### src/hdl/tga_pkg.sv
// Shared types, widths and codes for the timestamp group aggregator.
// No dependencies; every other file of the block imports this package.
package tga_pkg;

  localparam int FRAC_BITS = 16;
  localparam int MAX_GROUP = 64;
  localparam int VAL_W     = 48;
  localparam int SMP_W     = 32;
  localparam int TIME_W    = 48;
  localparam int CNT_W     = 7;
  localparam int FACT_W    = 32;
  localparam int ADDR_W    = 5;
  localparam int DATA_W    = 32;
  localparam int PROD_W    = 2 * FACT_W;

  localparam int Q_DEPTH = 2;
  localparam int Q_AW    = 1;

  localparam logic [CNT_W-1:0] COUNT_TOP = {CNT_W{1'b1}};
  localparam logic [CNT_W-1:0] GROUP_MAX = CNT_W'(MAX_GROUP);

  localparam logic signed [VAL_W-1:0] Q_ONE     = VAL_W'(1) << FRAC_BITS;
  localparam logic signed [VAL_W-1:0] MINUS_ONE = -Q_ONE;
  localparam logic signed [VAL_W-1:0] VAL_MAX   = {1'b0, {(VAL_W-1){1'b1}}};
  localparam logic signed [VAL_W-1:0] VAL_MIN   = {1'b1, {(VAL_W-1){1'b0}}};

  localparam logic [FACT_W-1:0] SCALE_RESET = FACT_W'(1) << FRAC_BITS;

  // Fold modes
  localparam logic [1:0] FOLD_AVG = 2'd0;
  localparam logic [1:0] FOLD_SUM = 2'd1;
  localparam logic [1:0] FOLD_MIN = 2'd2;
  localparam logic [1:0] FOLD_MAX = 2'd3;

  // Register indexes
  localparam logic [2:0] REG_FOLD_MODE   = 3'd0;
  localparam logic [2:0] REG_IS_ENERGY   = 3'd1;
  localparam logic [2:0] REG_ENERGY_UNIT = 3'd2;
  localparam logic [2:0] REG_SCALE       = 3'd3;
  localparam logic [2:0] REG_EMIT_ENABLE = 3'd4;

  typedef struct packed {
    logic signed [SMP_W-1:0] value;
    logic                    is_new;
  } tga_item_t;

  typedef struct packed {
    logic [1:0]        fold_mode;
    logic              is_energy;
    logic [FACT_W-1:0] energy_unit;
    logic [FACT_W-1:0] scale_factor;
    logic              emit_enable;
  } tga_cfg_t;

endpackage

### src/hdl/timestamp_group_aggregator.sv
// Path: an accepted beat is queued in tga_front, popped by tga_back, divided in tga_div when
// it completes an average group, scaled once (twice with energy) and loaded as the result.
// The back end takes one item at a time and pops the next only once its result is loaded;
// the pace is set by the shared 32x32 multiplier in tga_scale and the divider in tga_div.
// Reset: synchronous active-low rst_n clears the queue, group state and the registers
// to their reset values; the block takes beats on the first cycle after reset.
module timestamp_group_aggregator (
  input  logic                              clk,
  input  logic                              rst_n,
  // Configuration port
  input  logic                              psel,
  input  logic                              penable,
  input  logic                              pwrite,
  input  logic        [tga_pkg::ADDR_W-1:0] paddr,
  input  logic        [tga_pkg::DATA_W-1:0] pwdata,
  output logic        [tga_pkg::DATA_W-1:0] prdata,
  output logic                              pready,
  // Sample input
  input  logic                              in_valid,
  output logic                              in_stall,
  input  logic signed [tga_pkg::SMP_W-1:0]  in_sample_value,
  input  logic        [tga_pkg::TIME_W-1:0] in_sample_time,
  // Result output
  output logic                              out_valid,
  input  logic                              out_stall,
  output logic                              out_emit_valid,
  output logic signed [tga_pkg::VAL_W-1:0]  out_emit_value,
  output logic                              out_latest_ready,
  output logic signed [tga_pkg::VAL_W-1:0]  out_latest_value
);
  import tga_pkg::*;

  tga_cfg_t   cfg_r;
  logic [2:0] reg_idx;
  logic       wr_en;
  logic       q_valid, q_pop;
  tga_item_t  q_item;

  // Registers sit on word boundaries; the low two address bits are ignored
  assign reg_idx = paddr[4:2];
  assign pready  = 1'b1;
  assign wr_en   = psel && penable && pwrite && pready;

  // Write the addressed register on the access beat
  always_ff @(posedge clk) begin
    if (!rst_n) begin
      cfg_r.fold_mode    <= FOLD_AVG;
      cfg_r.is_energy    <= 1'b0;
      cfg_r.energy_unit  <= '0;
      cfg_r.scale_factor <= SCALE_RESET;
      cfg_r.emit_enable  <= 1'b1;
    end else if (wr_en) begin
      case (reg_idx)
        REG_FOLD_MODE:   cfg_r.fold_mode    <= pwdata[1:0];
        REG_IS_ENERGY:   cfg_r.is_energy    <= pwdata[0];
        REG_ENERGY_UNIT: cfg_r.energy_unit  <= pwdata;
        REG_SCALE:       cfg_r.scale_factor <= pwdata;
        REG_EMIT_ENABLE: cfg_r.emit_enable  <= pwdata[0];
        default: ;
      endcase
    end
  end

  // Read back; unmapped addresses return zero
  always_comb begin
    case (reg_idx)
      REG_FOLD_MODE:   prdata = DATA_W'(cfg_r.fold_mode);
      REG_IS_ENERGY:   prdata = DATA_W'(cfg_r.is_energy);
      REG_ENERGY_UNIT: prdata = cfg_r.energy_unit;
      REG_SCALE:       prdata = cfg_r.scale_factor;
      REG_EMIT_ENABLE: prdata = DATA_W'(cfg_r.emit_enable);
      default:         prdata = '0;
    endcase
  end

  // Front: accept beats, tag new versus repeated timestamps, hold them in a short queue
  tga_front u_front (
    .clk             (clk),
    .rst_n           (rst_n),
    .in_valid        (in_valid),
    .in_stall        (in_stall),
    .in_sample_value (in_sample_value),
    .in_sample_time  (in_sample_time),
    .q_valid         (q_valid),
    .q_item          (q_item),
    .q_pop           (q_pop)
  );

  // Back: fold into the group, divide on average completion, scale, present the result
  tga_back u_back (
    .clk              (clk),
    .rst_n            (rst_n),
    .cfg              (cfg_r),
    .q_valid          (q_valid),
    .q_item           (q_item),
    .q_pop            (q_pop),
    .out_valid        (out_valid),
    .out_stall        (out_stall),
    .out_emit_valid   (out_emit_valid),
    .out_emit_value   (out_emit_value),
    .out_latest_ready (out_latest_ready),
    .out_latest_value (out_latest_value)
  );

endmodule

### src/hdl/tga_front.sv
// Front end: takes input beats, marks each as a new or repeated timestamp,
// and queues them for the back end. Depends on tga_pkg.
module tga_front (
  input  logic                         clk,
  input  logic                         rst_n,
  input  logic                         in_valid,
  output logic                         in_stall,
  input  logic signed [tga_pkg::SMP_W-1:0]  in_sample_value,
  input  logic        [tga_pkg::TIME_W-1:0] in_sample_time,
  output logic                         q_valid,
  output tga_pkg::tga_item_t           q_item,
  input  logic                         q_pop
);
  import tga_pkg::*;

  tga_item_t         mem_r [Q_DEPTH];
  logic [Q_AW-1:0]   wptr_r, rptr_r;
  logic [Q_AW:0]     fill_r;
  logic [TIME_W-1:0] last_time_r;
  logic              push, pop, full;

  assign full     = (fill_r == (Q_AW+1)'(Q_DEPTH));
  assign in_stall = full;
  assign push     = in_valid && !full;
  assign q_valid  = (fill_r != '0);
  assign pop      = q_pop && q_valid;
  assign q_item   = mem_r[rptr_r];

  always_ff @(posedge clk) begin
    if (push) begin
      mem_r[wptr_r].value  <= in_sample_value;
      mem_r[wptr_r].is_new <= (in_sample_time != last_time_r);
    end
  end

  always_ff @(posedge clk) begin
    if (!rst_n) begin
      wptr_r      <= '0;
      rptr_r      <= '0;
      fill_r      <= '0;
      last_time_r <= '0;
    end else begin
      if (push) begin
        wptr_r      <= wptr_r + 1'b1;
        last_time_r <= in_sample_time;
      end
      if (pop) rptr_r <= rptr_r + 1'b1;
      if (push && !pop)      fill_r <= fill_r + 1'b1;
      else if (pop && !push) fill_r <= fill_r - 1'b1;
    end
  end

endmodule

### src/hdl/tga_div.sv
// Bit-serial signed divider, one quotient bit per cycle, truncating.
// Divides the group sum by the group size. Depends on tga_pkg.
module tga_div (
  input  logic                             clk,
  input  logic                             rst_n,
  input  logic                             start,
  input  logic signed [tga_pkg::VAL_W-1:0] dividend,
  input  logic        [tga_pkg::CNT_W-1:0] divisor,
  output logic                             done,
  output logic signed [tga_pkg::VAL_W-1:0] quotient
);
  import tga_pkg::*;

  localparam int IT_W = $clog2(VAL_W);
  localparam logic [1:0] D_IDLE = 2'd0;
  localparam logic [1:0] D_RUN  = 2'd1;
  localparam logic [1:0] D_FIN  = 2'd2;

  logic [1:0]              state_r;
  logic [IT_W-1:0]         it_r;
  logic [CNT_W:0]          rem_r, rem_sh, den;
  logic [VAL_W-1:0]        q_r;
  logic [CNT_W-1:0]        den_r;
  logic                    neg_r, done_r;
  logic signed [VAL_W-1:0] quot_r;

  assign den    = {1'b0, den_r};
  assign rem_sh = {rem_r[CNT_W-1:0], q_r[VAL_W-1]};
  assign done     = done_r;
  assign quotient = quot_r;

  always_ff @(posedge clk) begin
    if (start) begin
      neg_r <= dividend[VAL_W-1];
      q_r   <= dividend[VAL_W-1] ? VAL_W'(-dividend) : VAL_W'(dividend);
      rem_r <= '0;
      den_r <= divisor;
    end else if (state_r == D_RUN) begin
      if (rem_sh >= den) begin
        rem_r <= rem_sh - den;
        q_r   <= {q_r[VAL_W-2:0], 1'b1};
      end else begin
        rem_r <= rem_sh;
        q_r   <= {q_r[VAL_W-2:0], 1'b0};
      end
    end
    if (state_r == D_FIN) quot_r <= neg_r ? -$signed(q_r) : $signed(q_r);
  end

  always_ff @(posedge clk) begin
    if (!rst_n) begin
      state_r <= D_IDLE;
      it_r    <= '0;
      done_r  <= 1'b0;
    end else begin
      done_r <= 1'b0;
      case (state_r)
        D_IDLE: begin
          if (start) begin
            state_r <= D_RUN;
            it_r    <= '0;
          end
        end
        D_RUN: begin
          it_r <= it_r + 1'b1;
          if (it_r == IT_W'(VAL_W-1)) state_r <= D_FIN;
        end
        D_FIN: begin
          done_r  <= 1'b1;
          state_r <= D_IDLE;
        end
        default: state_r <= D_IDLE;
      endcase
    end
  end

endmodule

### src/hdl/tga_scale.sv
// Fixed-point scaler: one or two saturating Q multiplies through a shared
// 32x32 multiplier, low and high halves in turn. Depends on tga_pkg.
module tga_scale (
  input  logic                              clk,
  input  logic                              rst_n,
  input  logic                              start,
  input  logic signed [tga_pkg::VAL_W-1:0]  x,
  input  logic                              use_energy,
  input  logic        [tga_pkg::FACT_W-1:0] energy_unit,
  input  logic        [tga_pkg::FACT_W-1:0] scale_factor,
  output logic                              done,
  output logic signed [tga_pkg::VAL_W-1:0]  result
);
  import tga_pkg::*;

  localparam logic [2:0] SC_IDLE = 3'd0;
  localparam logic [2:0] SC_ABS  = 3'd1;
  localparam logic [2:0] SC_LO   = 3'd2;
  localparam logic [2:0] SC_HI   = 3'd3;
  localparam logic [2:0] SC_CMB  = 3'd4;
  localparam logic [PROD_W-1:0] LIM = PROD_W'(1) << (VAL_W-1);

  logic [2:0]              state_r;
  logic                    pass_r, neg_r, done_r;
  logic signed [VAL_W-1:0] x_r, sat;
  logic [VAL_W-1:0]        mag_r;
  logic [PROD_W-1:0]       a_r, b_r, prod, r, rr;
  logic [FACT_W-1:0]       f, mul_a;
  logic                    ovf;

  assign f     = pass_r ? scale_factor : energy_unit;
  assign mul_a = (state_r == SC_LO) ? mag_r[FACT_W-1:0]
                                    : FACT_W'(mag_r[VAL_W-1:FACT_W]);
  assign prod  = {{FACT_W{1'b0}}, mul_a} * {{FACT_W{1'b0}}, f};

  // Recombine the halves, truncate the fraction, saturate to the result width
  always_comb begin
    ovf = (b_r >> (15 + FRAC_BITS)) != '0;
    r   = (b_r << (32 - FRAC_BITS)) + (a_r >> FRAC_BITS);
    rr  = ovf ? LIM : r;
    if (neg_r) sat = (rr >= LIM) ? VAL_MIN : -$signed(rr[VAL_W-1:0]);
    else       sat = (rr > PROD_W'(VAL_MAX)) ? VAL_MAX : $signed(rr[VAL_W-1:0]);
  end

  assign done   = done_r;
  assign result = x_r;

  always_ff @(posedge clk) begin
    case (state_r)
      SC_IDLE: if (start) x_r <= x;
      SC_ABS: begin
        neg_r <= x_r[VAL_W-1];
        mag_r <= x_r[VAL_W-1] ? VAL_W'(-x_r) : VAL_W'(x_r);
      end
      SC_LO:  a_r <= prod;
      SC_HI:  b_r <= prod;
      SC_CMB: x_r <= sat;
      default: ;
    endcase
  end

  always_ff @(posedge clk) begin
    if (!rst_n) begin
      state_r <= SC_IDLE;
      pass_r  <= 1'b1;
      done_r  <= 1'b0;
    end else begin
      done_r <= 1'b0;
      case (state_r)
        SC_IDLE: begin
          if (start) begin
            pass_r  <= !use_energy;
            state_r <= SC_ABS;
          end
        end
        SC_ABS: state_r <= SC_LO;
        SC_LO:  state_r <= SC_HI;
        SC_HI:  state_r <= SC_CMB;
        SC_CMB: begin
          if (pass_r) begin
            done_r  <= 1'b1;
            state_r <= SC_IDLE;
          end else begin
            pass_r  <= 1'b1;
            state_r <= SC_ABS;
          end
        end
        default: state_r <= SC_IDLE;
      endcase
    end
  end

endmodule

### src/hdl/tga_back.sv
// Back end: group state, fold, completion, divide and scale sequencing,
// and the result register. Depends on tga_pkg, tga_div and tga_scale.
module tga_back (
  input  logic                             clk,
  input  logic                             rst_n,
  input  tga_pkg::tga_cfg_t                cfg,
  input  logic                             q_valid,
  input  tga_pkg::tga_item_t               q_item,
  output logic                             q_pop,
  output logic                             out_valid,
  input  logic                             out_stall,
  output logic                             out_emit_valid,
  output logic signed [tga_pkg::VAL_W-1:0] out_emit_value,
  output logic                             out_latest_ready,
  output logic signed [tga_pkg::VAL_W-1:0] out_latest_value
);
  import tga_pkg::*;

  localparam logic [2:0] B_IDLE  = 3'd0;
  localparam logic [2:0] B_DIV   = 3'd1;
  localparam logic [2:0] B_SCALE = 3'd2;
  localparam logic [2:0] B_WAIT  = 3'd3;
  localparam logic [2:0] B_OUT   = 3'd4;

  logic [2:0]              state_r;
  logic signed [VAL_W-1:0] running_r, running_nxt;
  logic signed [VAL_W-1:0] latched_r, latched_nxt;
  logic [1:0]              seen_r, seen_nxt;
  logic [CNT_W-1:0]        size_r, size_nxt, cnt_r, cnt_nxt;
  logic                    lvalid_r, lvalid_nxt, emit_r, emit_nxt;
  logic                    need_div, counted, done;
  logic signed [VAL_W-1:0] v48;
  logic signed [VAL_W:0]   sum;
  logic signed [VAL_W-1:0] sum_c;

  logic                    usable, ready, load;
  logic                    div_done, scale_done;
  logic signed [VAL_W-1:0] div_q, scale_res;

  logic                    out_valid_r, out_emit_valid_r, out_latest_ready_r;
  logic signed [VAL_W-1:0] out_emit_value_r, out_latest_value_r;

  assign q_pop  = (state_r == B_IDLE) && q_valid;
  assign v48    = VAL_W'(q_item.value);
  assign sum    = (VAL_W+1)'(running_r) + (VAL_W+1)'(v48);
  assign sum_c  = (sum[VAL_W] != sum[VAL_W-1]) ? (sum[VAL_W] ? VAL_MIN : VAL_MAX)
                                               : sum[VAL_W-1:0];
  assign usable = !cfg.is_energy || (cfg.energy_unit != '0);

  // Group bookkeeping for one popped item
  always_comb begin
    running_nxt = running_r;
    latched_nxt = latched_r;
    seen_nxt    = seen_r;
    size_nxt    = size_r;
    cnt_nxt     = cnt_r;
    lvalid_nxt  = lvalid_r;
    emit_nxt    = emit_r;
    need_div    = 1'b0;
    counted     = 1'b0;
    done        = 1'b0;
    if (q_pop) begin
      emit_nxt = 1'b0;
      if (q_item.is_new) begin
        running_nxt = v48;
        if (!seen_r[1]) seen_nxt = seen_r + 2'd1;
        cnt_nxt  = CNT_W'(1);
        emit_nxt = seen_nxt[1] && (size_r == CNT_W'(1));
      end else begin
        counted = (cnt_r < COUNT_TOP);
        if (counted) cnt_nxt = cnt_r + 1'b1;
        if (seen_r == 2'd1) begin
          if (size_r < GROUP_MAX) size_nxt = size_r + 1'b1;
        end else begin
          done = counted && (cnt_nxt == size_r);
          case (cfg.fold_mode)
            FOLD_AVG: begin
              running_nxt = sum_c;
              need_div    = done;
            end
            FOLD_SUM: begin
              running_nxt = sum_c;
              if (done) latched_nxt = sum_c;
            end
            FOLD_MIN: begin
              if (running_r > v48) running_nxt = v48;
              if (done) latched_nxt = running_nxt;
            end
            default: begin
              if (running_r < v48) running_nxt = v48;
              if (done) latched_nxt = running_nxt;
            end
          endcase
          if (done) begin
            lvalid_nxt = 1'b1;
            emit_nxt   = 1'b1;
          end
        end
      end
    end
  end

  tga_div u_div (
    .clk      (clk),
    .rst_n    (rst_n),
    .start    (need_div),
    .dividend (running_nxt),
    .divisor  (size_r),
    .done     (div_done),
    .quotient (div_q)
  );

  tga_scale u_scale (
    .clk          (clk),
    .rst_n        (rst_n),
    .start        (state_r == B_SCALE),
    .x            ((size_r > CNT_W'(1)) ? latched_r : running_r),
    .use_energy   (cfg.is_energy && (cfg.energy_unit != '0)),
    .energy_unit  (cfg.energy_unit),
    .scale_factor (cfg.scale_factor),
    .done         (scale_done),
    .result       (scale_res)
  );

  assign ready = seen_r[1] && usable && ((size_r <= CNT_W'(1)) || lvalid_r);
  assign load  = (state_r == B_OUT) && (!out_valid_r || !out_stall);

  always_ff @(posedge clk) begin
    if (!rst_n) begin
      state_r   <= B_IDLE;
      running_r <= MINUS_ONE;
      latched_r <= MINUS_ONE;
      seen_r    <= '0;
      size_r    <= CNT_W'(1);
      cnt_r     <= '0;
      lvalid_r  <= 1'b0;
      emit_r    <= 1'b0;
    end else begin
      running_r <= running_nxt;
      seen_r    <= seen_nxt;
      size_r    <= size_nxt;
      cnt_r     <= cnt_nxt;
      lvalid_r  <= lvalid_nxt;
      emit_r    <= emit_nxt;
      latched_r <= (state_r == B_DIV && div_done) ? div_q : latched_nxt;
      case (state_r)
        B_IDLE:  if (q_pop) state_r <= need_div ? B_DIV : B_SCALE;
        B_DIV:   if (div_done) state_r <= B_SCALE;
        B_SCALE: state_r <= B_WAIT;
        B_WAIT:  if (scale_done) state_r <= B_OUT;
        B_OUT:   if (load) state_r <= B_IDLE;
        default: state_r <= B_IDLE;
      endcase
    end
  end

  always_ff @(posedge clk) begin
    if (!rst_n) begin
      out_valid_r <= 1'b0;
    end else if (load) begin
      out_valid_r <= 1'b1;
    end else if (!out_stall) begin
      out_valid_r <= 1'b0;
    end
  end

  always_ff @(posedge clk) begin
    if (load) begin
      out_emit_valid_r   <= emit_r && cfg.emit_enable && usable;
      out_emit_value_r   <= (emit_r && cfg.emit_enable && usable) ? scale_res : '0;
      out_latest_ready_r <= ready;
      out_latest_value_r <= scale_res;
    end
  end

  assign out_valid        = out_valid_r;
  assign out_emit_valid   = out_emit_valid_r;
  assign out_emit_value   = out_emit_value_r;
  assign out_latest_ready = out_latest_ready_r;
  assign out_latest_value = out_latest_value_r;

endmodule

### config.mk
export PLATFORM = sky130hd
export DESIGN_NAME = timestamp_group_aggregator
export DESIGN_NICKNAME = d
export VERILOG_FILES = /design/src/hdl/tga_pkg.sv /design/src/hdl/timestamp_group_aggregator.sv /design/src/hdl/tga_front.sv /design/src/hdl/tga_div.sv /design/src/hdl/tga_scale.sv /design/src/hdl/tga_back.sv
export SDC_FILE = /design/constraint.sdc
export NUM_CORES = 2
export LEC_CHECK = 0
export BUFFER_PORTS_ARGS = -buffer_cell sky130_fd_sc_hd__buf_2
export CAP_MARGIN = 10
export CORE_ASPECT_RATIO = 1.1
export CORE_MARGIN = 10
export CORE_UTILIZATION = 66
export CTS_BUF_LIST = sky130_fd_sc_hd__clkbuf_8
export DETAILED_ROUTE_END_ITERATION = 10
export GPL_TIMING_DRIVEN = 0
export PLACE_DENSITY_LB_ADDON = 0.12
export SLEW_MARGIN = 15
export SYNTH_ARGS = -nofsm -noshare
export SYNTH_HDL_FRONTEND = slang
export SYNTH_SLANG_ARGS = --single-unit
### constraint.sdc
create_clock -name clk -period 13 [get_ports clk]
set_input_delay 2.6 -clock clk [delete_from_list [all_inputs] [get_ports clk]]
set_output_delay 2.6 -clock clk [all_outputs]
set_load 0.01 [all_outputs]
==> results.json <==
{
  "coreArea_sq_mm": 0.111,
  "cp_common_cell": "fa_1",
  "die_x_um": 340,
  "ys_seq_elements": 737,
  "power_mw": 14.0,
  "tightest_slew_ns": 1.51,
  "maxCapViolCount": 2,
  "arrival_ns": 13.16,
  "slew_headroom_pct": -3.55,
  "power.leakage_nw": 34.5,
  "fin_crit_sh_pct": 96.1,
  "grt_max_degree": 58,
  "antenna_found_initial": 31,
  "synth_cells": 8122,
  "reg2reg_from": "u_back.u_scale.state_r[0]",
  "cp_slowest_cell": "fa_1",
  "synth_top_area_share_pct": 24.3,
  "grt_overflow": 0,
  "grt_pass1_vias": 69014,
  "endpoint": "u_back.u_scale.b_r[63]",
  "place_area_sq_mm": 0.0782,
  "num_rows": 128,
  "synth_area_leaders": "fa_1 24%, edfxtp_1 19%, dfxtp_1 7.0%, ha_1 6.9%, nand2_1 5.3%",
  "async_reset_ff_share_pct": 0,
  "synth_fp_nets": 9556,
  "reg2reg_depth": 36,
  "drt-wirelength-per-cell_um": 31.9,
  "finalNonFillerCells": 10151,
  "cts-root-buf": "clkbuf_8",
  "reg2reg_slack_ns": 0.50,
  "synth-seq-area-share_pct": 26.3,
  "reg2reg_to": "u_back.u_scale.b_r[63]",
  "drt_pass1_iterations": 11,
  "fmax_mhz": 80.0,
  "critPathCaptureType": "register",
  "fin_hold_ws_ns": 0.396,
  "crit_required_ns": 13.66,
  "gp_congestion": 1.15,
  "cp_max_fo": 57,
  "area_growth_pct": 8.80,
  "ir_worst_vdd_v": 0.000337,
  "fin_skew_ns": 0.101,
  "finalWorstSetupSlack_ns": 0.501,
  "yosys.cell_types.count": 99,
  "finalHoldViolations": 0,
  "clk_pin_slew_ns": 0.07,
  "vias_per_cell": 6.88,
  "clk_latency_ns": 0.89,
  "cts_buffer_depth": 3,
  "final_max_slew_viol_count": 2,
  "grt_use_total_pct": 50.5,
  "finalNetCount": 9974,
  "critical-path-max-stage-delay_ns": 0.65,
  "drtAntennaViolNets": 0,
  "yosys_most_used_dff": "edfxtp_1",
  "layout-drive-gt1-share_pct": 8.58,
  "via_count": 69885,
  "htreeDepth": 3,
  "place_ws_ns": 0.400,
  "drt_iter0_drc": 10413,
  "ios": 257,
  "syn_area_sq_mm": 0.0742,
  "worstHoldStart": "u_back.u_div.quotient[46]",
  "worstSetupStartpointType": "register",
  "syn_area_per_cell_sq_um": 9.13,
  "rsz0062_at_grt": "no",
  "hpwlAfterDp_um": 256000,
  "status": "finished with violations",
  "die_y_um": 372,
  "startpoint": "u_back.u_scale.state_r[0]",
  "violations": "DRC, capacitance limit, slew limit",
  "start_util_pct": 66.7,
  "cts_tree": "yes",
  "dpl.cell_count": 9915,
  "fin_crit_ns": 12.50,
  "setup_viol": 0,
  "grt_pass1_wl_um": 462000,
  "synth_top_area_cell": "fa_1",
  "drt_wl_total_um": 324000,
  "post-route-drc-count": 1,
  "dieArea_sq_mm": 0.126,
  "fill_cells": 8188,
  "synth_enable_flop_cells": 477,
  "final_cell_area_sq_mm": 0.0807,
  "crit_type": "reg2reg",
  "cts.sinks": 737,
  "yosysWarnings": 0,
  "io_buffers": 250,
  "holdBufCountCts": 0,
  "tns_ns": 0,
  "p_per_area_mw_per_mm2": 174,
  "holdCritPathClass": "reg2reg",
  "finalCoreUtilization_pct": 72.6,
  "cts_made_buffers": 113
}
==> critical path, delay by kind of cell, from the launching register on <==
family / cells / cell delay, ns
buffers and inverters: 9 / 2.60
xor gates and xnor gates: 1 / 0.19
adders and majority gates: 9 / 4.79
DFF: 1 / 0.30
and+or+nand+nor: 7 / 1.85
AOI/OAI and AO/OA: 10 / 2.52
==> cells in the final DEF, fill, tap and decap left out, types with 25 or more instances in the layout <==
cell type  count
nand4_1       47
inv_1       1065
buf_2        286
nor2b_1       40
nand3_1      100
edfxtp_1     477
a21oi_1      431
nand2b_1      52
a31oi_1       80
ha_1         411
mux2i_1       88
nor3_1        90
clkbuf_8     129
mux2i_2       38
fa_1         899
dfxtp_1      260
a221oi_1      27
or3_1         25
nand2_1     1049
clkbuf_1     356
o22ai_1       40
buf_6         34
a21o_1        62
xor2_1        72
and2_1        86
a211oi_1      69
o21ai_0      336
o31ai_1       55
xnor2_1      263
nor2_1       890
o211ai_1      58
nor4_1        40
a22o_1        33
o21bai_1      30
mux2_2        84
and3_1        29
==> repair_timing <==
action | CTS | global route
setup endpoints to repair | 0 | 16
resized for setup | 0 | 15
setup buffers | 0 | 0
==> power by group <==
| part | internal [mW] | switching (mW) |
|---|---|---|
| Clock | 0.983 | 1.03 |
| Combinational | 2.45 | 6.24 |
| Sequential | 2.92 | 0.414 |
==> cells by family after synthesis <==
family | synth area share [%]
adders and majority gates | 31.2
xor gates and xnor gates | 3.96
buffers and inverters | 7.52
and+or+nand+nor | 15.0
other | 0.00506
AOI/OAI and AO/OA | 12.9
muxes | 3.12
DFF | 26.3
==> sequential cells by signal, indices dropped and copies added (netlist names), 7 cells and up, named ones only <==
| register | cells |
|---|---|
| cfg_r | 68 |
| u_back.cnt_r | 7 |
| u_back.latched_r | 48 |
| u_back.out_emit_value | 48 |
| u_back.out_latest_value | 48 |
| u_back.running_r | 48 |
| u_back.size_r | 7 |
| u_back.u_div.den_r | 7 |
| u_back.u_div.q_r | 48 |
| u_back.u_div.quotient | 48 |
| u_back.u_div.rem_r | 7 |
| u_back.u_scale.a_r | 48 |
| u_back.u_scale.b_r | 64 |
| u_back.u_scale.mag_r | 48 |
| u_back.u_scale.result | 48 |
| u_front.last_time_r | 48 |
| u_front.mem_r | 66 |
==> routing by layer <==
metal / up-vias / routed length, um / GRT usage, %
li1: 27934 / - / -
met1: 33446 / 99200 / 54.9
met2: 6312 / 135000 / 74.1
met3: 2169 / 50500 / 22.5
met4: 24 / 38700 / 45.3
met5: - / 456 / 1.85
==> final cells by class <==
cell class	instances	area, sq um	area share (%)
Multi-Input combinational cell	5921	49400	61.2
Sequential cell	737	19500	24.2
Inverter	1039	3900	4.83
Timing Repair Buffer	303	1940	2.40
Tap cell	1495	1870	2.32
Clock buffer	129	1780	2.20
Buffer	425	1700	2.11
Clock inverter	80	531	0.657
Antenna cell	22	55.1	0.0682
==> how the worst min path moves through the flow <==
stage / end / slack [ns] / cells past startpoint
after CTS: u_back.latched_r[46] / 0.40 / 2
after global placement: u_back.u_div.rem_r[6] / 0.44 / 2
final: u_back.latched_r[46] / 0.40 / 2
after floorplan: u_back.latched_r[22] / 0.43 / 2
after global routing: u_back.latched_r[46] / 0.43 / 2
after detailed placement: u_back.u_div.rem_r[6] / 0.46 / 2
==> cell usage after synthesis (40+ instances only) <==
library cell / count
o31ai_1: 55
nand4_1: 47
clkbuf_1: 365
nand2b_1: 52
a21oi_1: 435
nand2_1: 1050
o21ai_0: 337
nand3_1: 100
nor4_1: 41
dfxtp_1: 260
xnor2_1: 263
a31oi_1: 84
o22ai_1: 40
nor2b_1: 41
edfxtp_1: 477
and2_1: 86
nor2_1: 893
mux2i_1: 129
inv_1: 1033
ha_1: 411
nor3_1: 92
mux2_2: 84
a21o_1: 62
fa_1: 899
a211oi_1: 73
o211ai_1: 58
xor2_1: 72
Power figures use the tool's default switching activity.
